<file path="src/hw/rtl/spq_pkg.sv">
// ----------------------------------------------------------------------------
// spq_pkg
// Shared types, codes and constants of the sorted priority queue.
// ----------------------------------------------------------------------------
package spq_pkg;

  localparam int CAPACITY_DEF = 16;
  localparam int ID_BITS_DEF  = 16;
  localparam int MAX_RESULTS  = 16;

  localparam int PRIO_W     = 4;
  localparam int STATUS_W   = 3;
  localparam int OUT_ID_W   = 16;
  localparam int CMD_W      = 2;
  localparam int CFG_IDX_W  = 1;
  localparam int CFG_DATA_W = 4;

  localparam logic [PRIO_W-1:0] MIN_PRIO_RST = 4'd1;
  localparam logic [PRIO_W-1:0] MAX_PRIO_RST = 4'd10;

  typedef enum logic [CMD_W-1:0] {
    CMD_ADD     = 2'd0,
    CMD_REMOVE  = 2'd1,
    CMD_DISPLAY = 2'd2,
    CMD_CLEAR   = 2'd3
  } cmd_t;

  typedef enum logic [STATUS_W-1:0] {
    STS_ADDED    = 3'd0,
    STS_REMOVED  = 3'd1,
    STS_LISTED   = 3'd2,
    STS_EMPTY    = 3'd3,
    STS_BAD_PRIO = 3'd4,
    STS_FULL     = 3'd5,
    STS_CLEARED  = 3'd6
  } status_t;

  typedef enum logic [CFG_IDX_W-1:0] {
    REG_MIN_PRIO = 1'd0,
    REG_MAX_PRIO = 1'd1
  } cfg_reg_t;

  typedef enum logic {
    FSM_IDLE = 1'b0,
    FSM_LIST = 1'b1
  } fsm_t;

  typedef enum logic [1:0] {
    OP_HOLD   = 2'd0,
    OP_INSERT = 2'd1,
    OP_SHIFT  = 2'd2,
    OP_ROTATE = 2'd3
  } cell_op_t;

  typedef struct packed {
    cell_op_t          op;
    logic [PRIO_W-1:0] new_prio;
  } cell_ctl_t;

endpackage

</file>
<file path="src/hw/rtl/spq_cell.sv">
// ----------------------------------------------------------------------------
// spq_cell
// One slot of the sorted chain: holds an identifier and a priority and moves
// them to or from its neighbors on insert, pop and rotate.
// ----------------------------------------------------------------------------
module spq_cell #(
  parameter int ID_BITS = spq_pkg::ID_BITS_DEF
) (
  input  logic                      clk,
  input  spq_pkg::cell_ctl_t        ctl_i,
  input  logic                      occupied_i,
  input  logic                      tail_i,
  input  logic                      left_gt_i,
  input  logic [ID_BITS-1:0]        left_id_i,
  input  logic [spq_pkg::PRIO_W-1:0] left_prio_i,
  input  logic [ID_BITS-1:0]        right_id_i,
  input  logic [spq_pkg::PRIO_W-1:0] right_prio_i,
  input  logic [ID_BITS-1:0]        head_id_i,
  input  logic [spq_pkg::PRIO_W-1:0] head_prio_i,
  input  logic [ID_BITS-1:0]        new_id_i,
  output logic                      gt_o,
  output logic [ID_BITS-1:0]        id_o,
  output logic [spq_pkg::PRIO_W-1:0] prio_o
);

  logic [ID_BITS-1:0]         id_r;
  logic [ID_BITS-1:0]         id_nxt;
  logic [spq_pkg::PRIO_W-1:0] prio_r;
  logic [spq_pkg::PRIO_W-1:0] prio_nxt;

  // An occupied cell with a strictly higher priority stays ahead of a new entry.
  assign gt_o   = occupied_i && (prio_r > ctl_i.new_prio);
  assign id_o   = id_r;
  assign prio_o = prio_r;

  always_comb begin
    id_nxt   = id_r;
    prio_nxt = prio_r;
    unique case (ctl_i.op)
      spq_pkg::OP_HOLD: begin
      end
      spq_pkg::OP_INSERT: begin
        if (!gt_o) begin
          if (left_gt_i) begin
            id_nxt   = new_id_i;
            prio_nxt = ctl_i.new_prio;
          end else begin
            id_nxt   = left_id_i;
            prio_nxt = left_prio_i;
          end
        end
      end
      spq_pkg::OP_SHIFT: begin
        id_nxt   = right_id_i;
        prio_nxt = right_prio_i;
      end
      spq_pkg::OP_ROTATE: begin
        if (tail_i) begin
          id_nxt   = head_id_i;
          prio_nxt = head_prio_i;
        end else begin
          id_nxt   = right_id_i;
          prio_nxt = right_prio_i;
        end
      end
      default: begin
      end
    endcase
  end

  always_ff @(posedge clk) begin
    id_r   <= id_nxt;
    prio_r <= prio_nxt;
  end

endmodule

</file>
<file path="src/hw/rtl/sorted_priority_queue.sv">
// Bounded priority queue kept sorted by descending priority in a chain of
// CAPACITY cells, newest first among equal priorities. Add, remove and clear
// need no walk of the chain, so they can be accepted on every cycle while
// the result register drains. A display request on a non-empty queue walks
// the chain by rotating it one cell per cycle while the result register is
// free, once round all entries, and the input stays stalled for the whole
// walk and whenever the result register is held by a stalled consumer.
// Every request yields its results through one registered output stage.
// ----------------------------------------------------------------------------
// sorted_priority_queue
// Sorted priority queue with add, remove head, display and clear commands.
// ----------------------------------------------------------------------------
module sorted_priority_queue #(
  parameter int CAPACITY = spq_pkg::CAPACITY_DEF,
  parameter int ID_BITS  = spq_pkg::ID_BITS_DEF
) (
  input  logic                           clk,
  input  logic                           rst_n,
  input  logic                           cfg_we,
  input  logic [spq_pkg::CFG_IDX_W-1:0]  cfg_index,
  input  logic [spq_pkg::CFG_DATA_W-1:0] cfg_wdata,
  input  logic                           in_valid,
  output logic                           in_stall,
  input  logic [spq_pkg::CMD_W-1:0]      in_cmd,
  input  logic [spq_pkg::PRIO_W-1:0]     in_priority_req,
  output logic                           out_valid,
  input  logic                           out_stall,
  output logic [spq_pkg::STATUS_W-1:0]   out_status,
  output logic [spq_pkg::OUT_ID_W-1:0]   out_entry_id,
  output logic [spq_pkg::PRIO_W-1:0]     out_entry_priority,
  output logic                           out_last
);

  localparam int OCC_W = $clog2(CAPACITY + 1);

  spq_pkg::fsm_t              state_r;
  spq_pkg::fsm_t              state_nxt;
  logic [OCC_W-1:0]           occ_r;
  logic [OCC_W-1:0]           occ_nxt;
  logic [OCC_W-1:0]           idx_r;
  logic [OCC_W-1:0]           idx_nxt;
  logic [ID_BITS-1:0]         next_id_r;
  logic [ID_BITS-1:0]         next_id_nxt;
  logic [spq_pkg::PRIO_W-1:0] min_prio_r;
  logic [spq_pkg::PRIO_W-1:0] max_prio_r;

  logic                         out_valid_r;
  logic                         out_valid_nxt;
  logic [spq_pkg::STATUS_W-1:0] out_status_r;
  logic [spq_pkg::STATUS_W-1:0] out_status_nxt;
  logic [ID_BITS-1:0]           out_id_r;
  logic [ID_BITS-1:0]           out_id_nxt;
  logic [spq_pkg::PRIO_W-1:0]   out_prio_r;
  logic [spq_pkg::PRIO_W-1:0]   out_prio_nxt;
  logic                         out_last_r;
  logic                         out_last_nxt;

  logic               accept;
  logic               out_free;
  logic               prio_ok;
  logic               is_full;
  logic               is_empty;
  logic               list_end;
  spq_pkg::cmd_t      cmd;
  spq_pkg::cell_ctl_t ctl;

  logic [ID_BITS-1:0]         id_w   [CAPACITY];
  logic [spq_pkg::PRIO_W-1:0] prio_w [CAPACITY];
  logic                       gt_w   [CAPACITY];
  logic [ID_BITS+spq_pkg::OUT_ID_W-1:0] id_ext;

  assign cmd      = spq_pkg::cmd_t'(in_cmd);
  assign out_free = !out_valid_r || !out_stall;
  assign in_stall = (state_r != spq_pkg::FSM_IDLE) || !out_free;
  assign accept   = in_valid && !in_stall;
  assign prio_ok  = (in_priority_req >= min_prio_r) && (in_priority_req <= max_prio_r);
  assign is_full  = (occ_r == OCC_W'(CAPACITY));
  assign is_empty = (occ_r == '0);
  assign list_end = (idx_r == occ_r - OCC_W'(1));

  genvar gi;
  generate
    for (gi = 0; gi < CAPACITY; gi++) begin : g_cell
      localparam int LEFT  = (gi == 0) ? 0 : gi - 1;
      localparam int RIGHT = (gi == CAPACITY - 1) ? gi : gi + 1;
      spq_cell #(
        .ID_BITS(ID_BITS)
      ) u_cell (
        .clk         (clk),
        .ctl_i       (ctl),
        .occupied_i  (OCC_W'(gi) < occ_r),
        .tail_i      (occ_r == OCC_W'(gi + 1)),
        .left_gt_i   ((gi == 0) ? 1'b1 : gt_w[LEFT]),
        .left_id_i   (id_w[LEFT]),
        .left_prio_i (prio_w[LEFT]),
        .right_id_i  (id_w[RIGHT]),
        .right_prio_i(prio_w[RIGHT]),
        .head_id_i   (id_w[0]),
        .head_prio_i (prio_w[0]),
        .new_id_i    (next_id_r),
        .gt_o        (gt_w[gi]),
        .id_o        (id_w[gi]),
        .prio_o      (prio_w[gi])
      );
    end
  endgenerate

  always_comb begin
    state_nxt = state_r;
    unique case (state_r)
      spq_pkg::FSM_IDLE: begin
        if (accept && (cmd == spq_pkg::CMD_DISPLAY) && !is_empty) begin
          state_nxt = spq_pkg::FSM_LIST;
        end
      end
      spq_pkg::FSM_LIST: begin
        if (out_free && list_end) begin
          state_nxt = spq_pkg::FSM_IDLE;
        end
      end
      default: state_nxt = spq_pkg::FSM_IDLE;
    endcase
  end

  always_comb begin
    ctl.op         = spq_pkg::OP_HOLD;
    ctl.new_prio   = in_priority_req;
    occ_nxt        = occ_r;
    idx_nxt        = idx_r;
    next_id_nxt    = next_id_r;
    out_valid_nxt  = out_valid_r && out_stall;
    out_status_nxt = out_status_r;
    out_id_nxt     = out_id_r;
    out_prio_nxt   = out_prio_r;
    out_last_nxt   = out_last_r;
    unique case (state_r)
      spq_pkg::FSM_IDLE: begin
        if (accept) begin
          out_valid_nxt = 1'b1;
          out_id_nxt    = '0;
          out_prio_nxt  = '0;
          out_last_nxt  = 1'b1;
          unique case (cmd)
            spq_pkg::CMD_ADD: begin
              out_prio_nxt = in_priority_req;
              if (!prio_ok) begin
                out_status_nxt = spq_pkg::STS_BAD_PRIO;
              end else if (is_full) begin
                out_status_nxt = spq_pkg::STS_FULL;
              end else begin
                ctl.op         = spq_pkg::OP_INSERT;
                out_status_nxt = spq_pkg::STS_ADDED;
                out_id_nxt     = next_id_r;
                occ_nxt        = occ_r + OCC_W'(1);
                next_id_nxt    = next_id_r + ID_BITS'(1);
              end
            end
            spq_pkg::CMD_REMOVE: begin
              if (is_empty) begin
                out_status_nxt = spq_pkg::STS_EMPTY;
              end else begin
                ctl.op         = spq_pkg::OP_SHIFT;
                out_status_nxt = spq_pkg::STS_REMOVED;
                out_id_nxt     = id_w[0];
                out_prio_nxt   = prio_w[0];
                occ_nxt        = occ_r - OCC_W'(1);
              end
            end
            spq_pkg::CMD_DISPLAY: begin
              out_status_nxt = spq_pkg::STS_EMPTY;
              if (!is_empty) begin
                out_valid_nxt = 1'b0;
                idx_nxt       = '0;
              end
            end
            spq_pkg::CMD_CLEAR: begin
              out_status_nxt = spq_pkg::STS_CLEARED;
              occ_nxt        = '0;
            end
            default: begin
            end
          endcase
        end
      end
      spq_pkg::FSM_LIST: begin
        if (out_free) begin
          ctl.op  = spq_pkg::OP_ROTATE;
          idx_nxt = idx_r + OCC_W'(1);
          if (32'(idx_r) < spq_pkg::MAX_RESULTS) begin
            out_valid_nxt  = 1'b1;
            out_status_nxt = spq_pkg::STS_LISTED;
            out_id_nxt     = id_w[0];
            out_prio_nxt   = prio_w[0];
            out_last_nxt   = list_end || (32'(idx_r) == spq_pkg::MAX_RESULTS - 1);
          end
        end
      end
      default: begin
      end
    endcase
  end

  always_ff @(posedge clk) begin
    if (!rst_n) begin
      state_r     <= spq_pkg::FSM_IDLE;
      occ_r       <= '0;
      idx_r       <= '0;
      next_id_r   <= ID_BITS'(1);
      min_prio_r  <= spq_pkg::MIN_PRIO_RST;
      max_prio_r  <= spq_pkg::MAX_PRIO_RST;
      out_valid_r <= 1'b0;
    end else begin
      state_r     <= state_nxt;
      occ_r       <= occ_nxt;
      idx_r       <= idx_nxt;
      next_id_r   <= next_id_nxt;
      out_valid_r <= out_valid_nxt;
      if (cfg_we) begin
        unique case (spq_pkg::cfg_reg_t'(cfg_index))
          spq_pkg::REG_MIN_PRIO: min_prio_r <= cfg_wdata;
          spq_pkg::REG_MAX_PRIO: max_prio_r <= cfg_wdata;
          default: begin
          end
        endcase
      end
    end
  end

  always_ff @(posedge clk) begin
    out_status_r <= out_status_nxt;
    out_id_r     <= out_id_nxt;
    out_prio_r   <= out_prio_nxt;
    out_last_r   <= out_last_nxt;
  end

  assign id_ext             = {{spq_pkg::OUT_ID_W{1'b0}}, out_id_r};
  assign out_valid          = out_valid_r;
  assign out_status         = out_status_r;
  assign out_entry_id       = id_ext[spq_pkg::OUT_ID_W-1:0];
  assign out_entry_priority = out_prio_r;
  assign out_last           = out_last_r;

`ifndef SYNTHESIS
  a_occ_bound: assert property (@(posedge clk) disable iff (!rst_n)
    32'(occ_r) <= CAPACITY)
    else $error("Occupancy exceeds the capacity.");

  a_list_stalls: assert property (@(posedge clk) disable iff (!rst_n)
    (state_r == spq_pkg::FSM_LIST) |-> in_stall)
    else $error("Input accepted while the queue is being listed.");

  a_add_grows: assert property (@(posedge clk) disable iff (!rst_n)
    (accept && (cmd == spq_pkg::CMD_ADD) && prio_ok && !is_full)
      |=> (occ_r == $past(occ_r) + OCC_W'(1)) && out_valid
          && (out_status == spq_pkg::STS_ADDED))
    else $error("Accepted add did not insert an entry.");

  a_remove_shrinks: assert property (@(posedge clk) disable iff (!rst_n)
    (accept && (cmd == spq_pkg::CMD_REMOVE) && !is_empty)
      |=> (occ_r == $past(occ_r) - OCC_W'(1)))
    else $error("Accepted remove did not pop an entry.");
`endif

endmodule

</file>
<file path="config.mk">
export PLATFORM = sky130hd
export DESIGN_NAME = sorted_priority_queue
export DESIGN_NICKNAME = d
export VERILOG_FILES = /design/src/hw/rtl/spq_pkg.sv /design/src/hw/rtl/spq_cell.sv /design/src/hw/rtl/sorted_priority_queue.sv
export SDC_FILE = /design/constraint.sdc
export NUM_CORES = 1
export LEC_CHECK = 0
export BUFFER_PORTS_ARGS = -buffer_cell sky130_fd_sc_hd__buf_2
export CORE_MARGIN = 2
export CORE_UTILIZATION = 45
export CTS_BUF_LIST = sky130_fd_sc_hd__clkbuf_8
export DETAILED_ROUTE_END_ITERATION = 8
export PLACE_DENSITY = 0.65
export SLEW_MARGIN = 20
export SYNTH_ARGS = -nofsm -noshare
export SYNTH_HDL_FRONTEND = slang
export SYNTH_SLANG_ARGS = --single-unit
</file>
<file path="constraint.sdc">
create_clock -name clk -period 5.32 [get_ports clk]
set_input_delay 0 -clock clk [delete_from_list [all_inputs] [get_ports clk]]
set_output_delay 0 -clock clk [all_outputs]
set_load 0.03 [all_outputs]
</file>
==> results.json <==
{
  "synth_top_area_share_pct": 45.0,
  "postCtsSetupBuffers": 0,
  "root_buffer": "clkbuf_8",
  "rows": 82,
  "critical_path_class": "reg2reg",
  "p_switching_mw": 2.56,
  "htree_levels": 3,
  "clock_skew_ns": 0.0288,
  "die_height_um": 230,
  "vdd_drop_max_uv": 165,
  "grt_pass1_vias": 18451,
  "syn_area_um2": 22900,
  "synth-seq-cells": 380,
  "via_count": 18932,
  "synth_nets": 2244,
  "dr.pass1.iters": 7,
  "internal_power_mw": 5.57,
  "drt_iter0_markers": 2606,
  "grt-ovfl-total": 0,
  "grt_usage_pct": 29.2,
  "insertion_delay_ns": 0.65,
  "hold_slack_ns": 0.109,
  "ctsResizeCount": 0,
  "dpl.cell_count": 2690,
  "critPathArrivalTime_ns": 4.69,
  "drive_above_1_share_pct": 11.5,
  "yosysWarnings": 0,
  "grt_start_max_net_pins": 164,
  "maxCapViolCount": 0,
  "route.detailed.drc": 0,
  "grt_pass1_wl_mm": 118,
  "worstPathRequired_ns": 5.69,
  "core_um2": 50300,
  "cts_tree": "built",
  "fmaxAchievable_mhz": 232,
  "clk_pin_slew_worst_paths_ns": 0.06,
  "cts_sinks": 380,
  "portBuffers": 41,
  "fin_crit_sh_pct": 81.2,
  "async_reset_ff_share_pct": 0,
  "fillers": 4483,
  "power_frac_clock_pct": 31.5,
  "die_area_um2": 52800,
  "p_leak_nw": 9.52,
  "setup.worst_path.start_class": "flop",
  "hold_path.class": "in2reg",
  "wl_per_cell_um": 27.8,
  "setup_tns_ns": 0,
  "worst_pin_slew_ns": 1.27,
  "fp.dieW_um": 230,
  "place.gp.congestion": 0.945,
  "fin_crit_ns": 4.32,
  "antenna_found_initial": 3,
  "setup_viol": 0,
  "seqPwrFrac_pct": 47.9,
  "syn_avg_cell_area_um2": 10.7,
  "switching_share_pct": 31.5,
  "powerDensity_nw_per_um2": 321,
  "start_util_pct": 45.6,
  "wirelength_mm": 78.7,
  "synth_area_leaders": "edfxtp_1 45%, mux2i_1 11%, a221o_1 10%",
  "end_kind": "flop",
  "final_hold_viol_count": 0,
  "slew_viol_final": 0,
  "crit_fanout": 20,
  "place_hpwl_mm": 49.2,
  "fin_cells": 2830,
  "synth_cell_types": 64,
  "vias_per_cell": 6.69,
  "synth_edf_count": 344,
  "synth_seq_area_share_pct": 48.2,
  "nets": 2211,
  "synth_top_flop_cell": "edfxtp_1",
  "cts_buffers": 68,
  "cts_max_path_buffers": 3,
  "slew-limit-headroom_pct": 15.2,
  "status": "finished, final reports clean",
  "syn_inst": 2144,
  "combinationalPowerShare_pct": 20.7,
  "grt_setup_unrepaired": "false",
  "ant_nets": 0,
  "areaGrowthSynthToFinish_pct": 10.2,
  "synth_top_area_cell": "edfxtp_1",
  "pin_count": 42
}
[kinds of logic (layout without fill, tap and decap cells)]
kind of cell,after synthesis,in the layout,synth area share [%]
compound gates,528,528,18.6
flops,380,380,48.2
mux,256,256,11.2
buf+inv,274,287,4.82
other cells,0,1,0
simple gates,603,603,11.9
xor+xnor,19,19,0.725
fa+ha+maj,84,84,4.58
[layout by cell type (no fill, tap or decap), drive strengths merged, types with 4 or more instances in the layout]
master / count
a211oi: 4
a21oi: 67
a221o: 239
a22o: 36
a31oi: 12
and2: 5
and3: 28
and4: 4
buf: 112
clkbuf: 71
clkinv: 20
dfxtp: 36
dlygate4sd3: 21
edfxtp: 344
ha: 84
inv: 60
mux2i: 256
nand2: 149
nand2b: 15
nand3: 65
nand3b: 5
nand4: 12
nor2: 259
nor2b: 18
nor3: 10
nor4: 13
nor4b: 4
o211ai: 18
o21a: 6
o21ai: 93
o221ai: 4
o22ai: 4
o2bb2ai: 20
or3: 6
xnor2: 13
xor2: 6
[through the flow]
stage	area (um2)	setup WS [ns]	power, mW	utilization, %
global route	25300	0.755	8.42	50.3
finish	25300	1.00	8.13	50.3
global placement	23800	1.25	5.50	47.3
floorplan	22900	1.50	5.00	-
CTS	25200	1.06	8.10	50.2
detailed placement	23800	1.08	5.55	47.4
[cell type report]
| cell class | instances | area, um2 | share of cell area, % |
|---|---|---|---|
| multi-input combinational | 1490 | 11100 | 43.8 |
| sequential | 380 | 11100 | 43.7 |
| timing repair buffer | 133 | 988 | 3.91 |
| clock buffer | 71 | 977 | 3.86 |
| tap | 672 | 841 | 3.32 |
| clock inverter | 45 | 211 | 0.836 |
| inverter | 38 | 143 | 0.564 |
| antenna | 1 | 2.50 | 0.00989 |
[repair_timing]
action                     4_1_cts  5_1_grt
hold buffers                    21        0
hold endpoints to repair        25        0
setup endpoints to repair        0        0
[routing by layer]
| metal | vias up | global-route usage [%] | wire [um] |
|---|---|---|---|
| met5 | - | 0 | 0 |
| met1 | 9283 | 39.7 | 31500 |
| met2 | 1235 | 44.6 | 34900 |
| met4 | 0 | 14.8 | 4290 |
| li1 | 8201 | - | - |
| met3 | 213 | 5.47 | 7970 |
[final timing paths]
kind	start	slack [ns]	depth (start not counted)	end
hold reg to reg	max_prio_r[0]	0.46	2	max_prio_r[0]
setup / recovery	occ_r[1]	1.00	8	g_cell[12].u_cell.id_o[0]
hold / removal	in_priority_req[1]	0.11	3	g_cell[15].u_cell.prio_o[1]
setup reg to reg	occ_r[1]	1.00	8	g_cell[12].u_cell.id_o[0]
[worst max-delay path: stages (launching register included)]
cell and delay (ns):
dfxtp_1 0.61, inv_1 0.16, ha_1 0.25, nor4bb_1 0.17, nor2_1 0.17, or4b_1 0.68, o21ai_2 0.83, a31oi_2 0.62
a221o_1 0.53
[registers in the layout (all words and copies together) (netlist names)]
signal                flops
min_prio_r                4
out_last                  1
idx_r                     5
max_prio_r                4
out_entry_id             16
state_r                   1
out_entry_priority        4
occ_r                     5
g_cell.u_cell.id_o      256
out_valid                 1
next_id_r                16
out_status                3
g_cell.u_cell.prio_o     64
[cells in the mapped netlist (12+ instances only)]
cell type	n
nor4_1	13
xnor2_1	13
a21oi_1	66
o2bb2ai_1	20
clkbuf_1	167
o21ai_0	90
inv_1	38
mux2i_1	256
edfxtp_1	344
dfxtp_1	36
buf_1	19
and3_1	28
a22o_1	36
a31oi_1	12
ha_1	84
nand2_1	147
nor2b_1	18
buf_2	44
nand3_1	65
nand2b_1	14
o211ai_1	18
a221o_1	239
nor2_1	259
[power groups by stage]
stage               registers, mW  clock network [mW]  logic (mW)
global route                 3.90                2.70        1.82
finish                       3.89                2.56        1.68
floorplan                    3.83                   0        1.17
global placement             3.94                   0        1.56
detailed placement           3.94                   0        1.61
CTS                          3.89                2.58        1.63
Power figures use the tool's default switching activity.
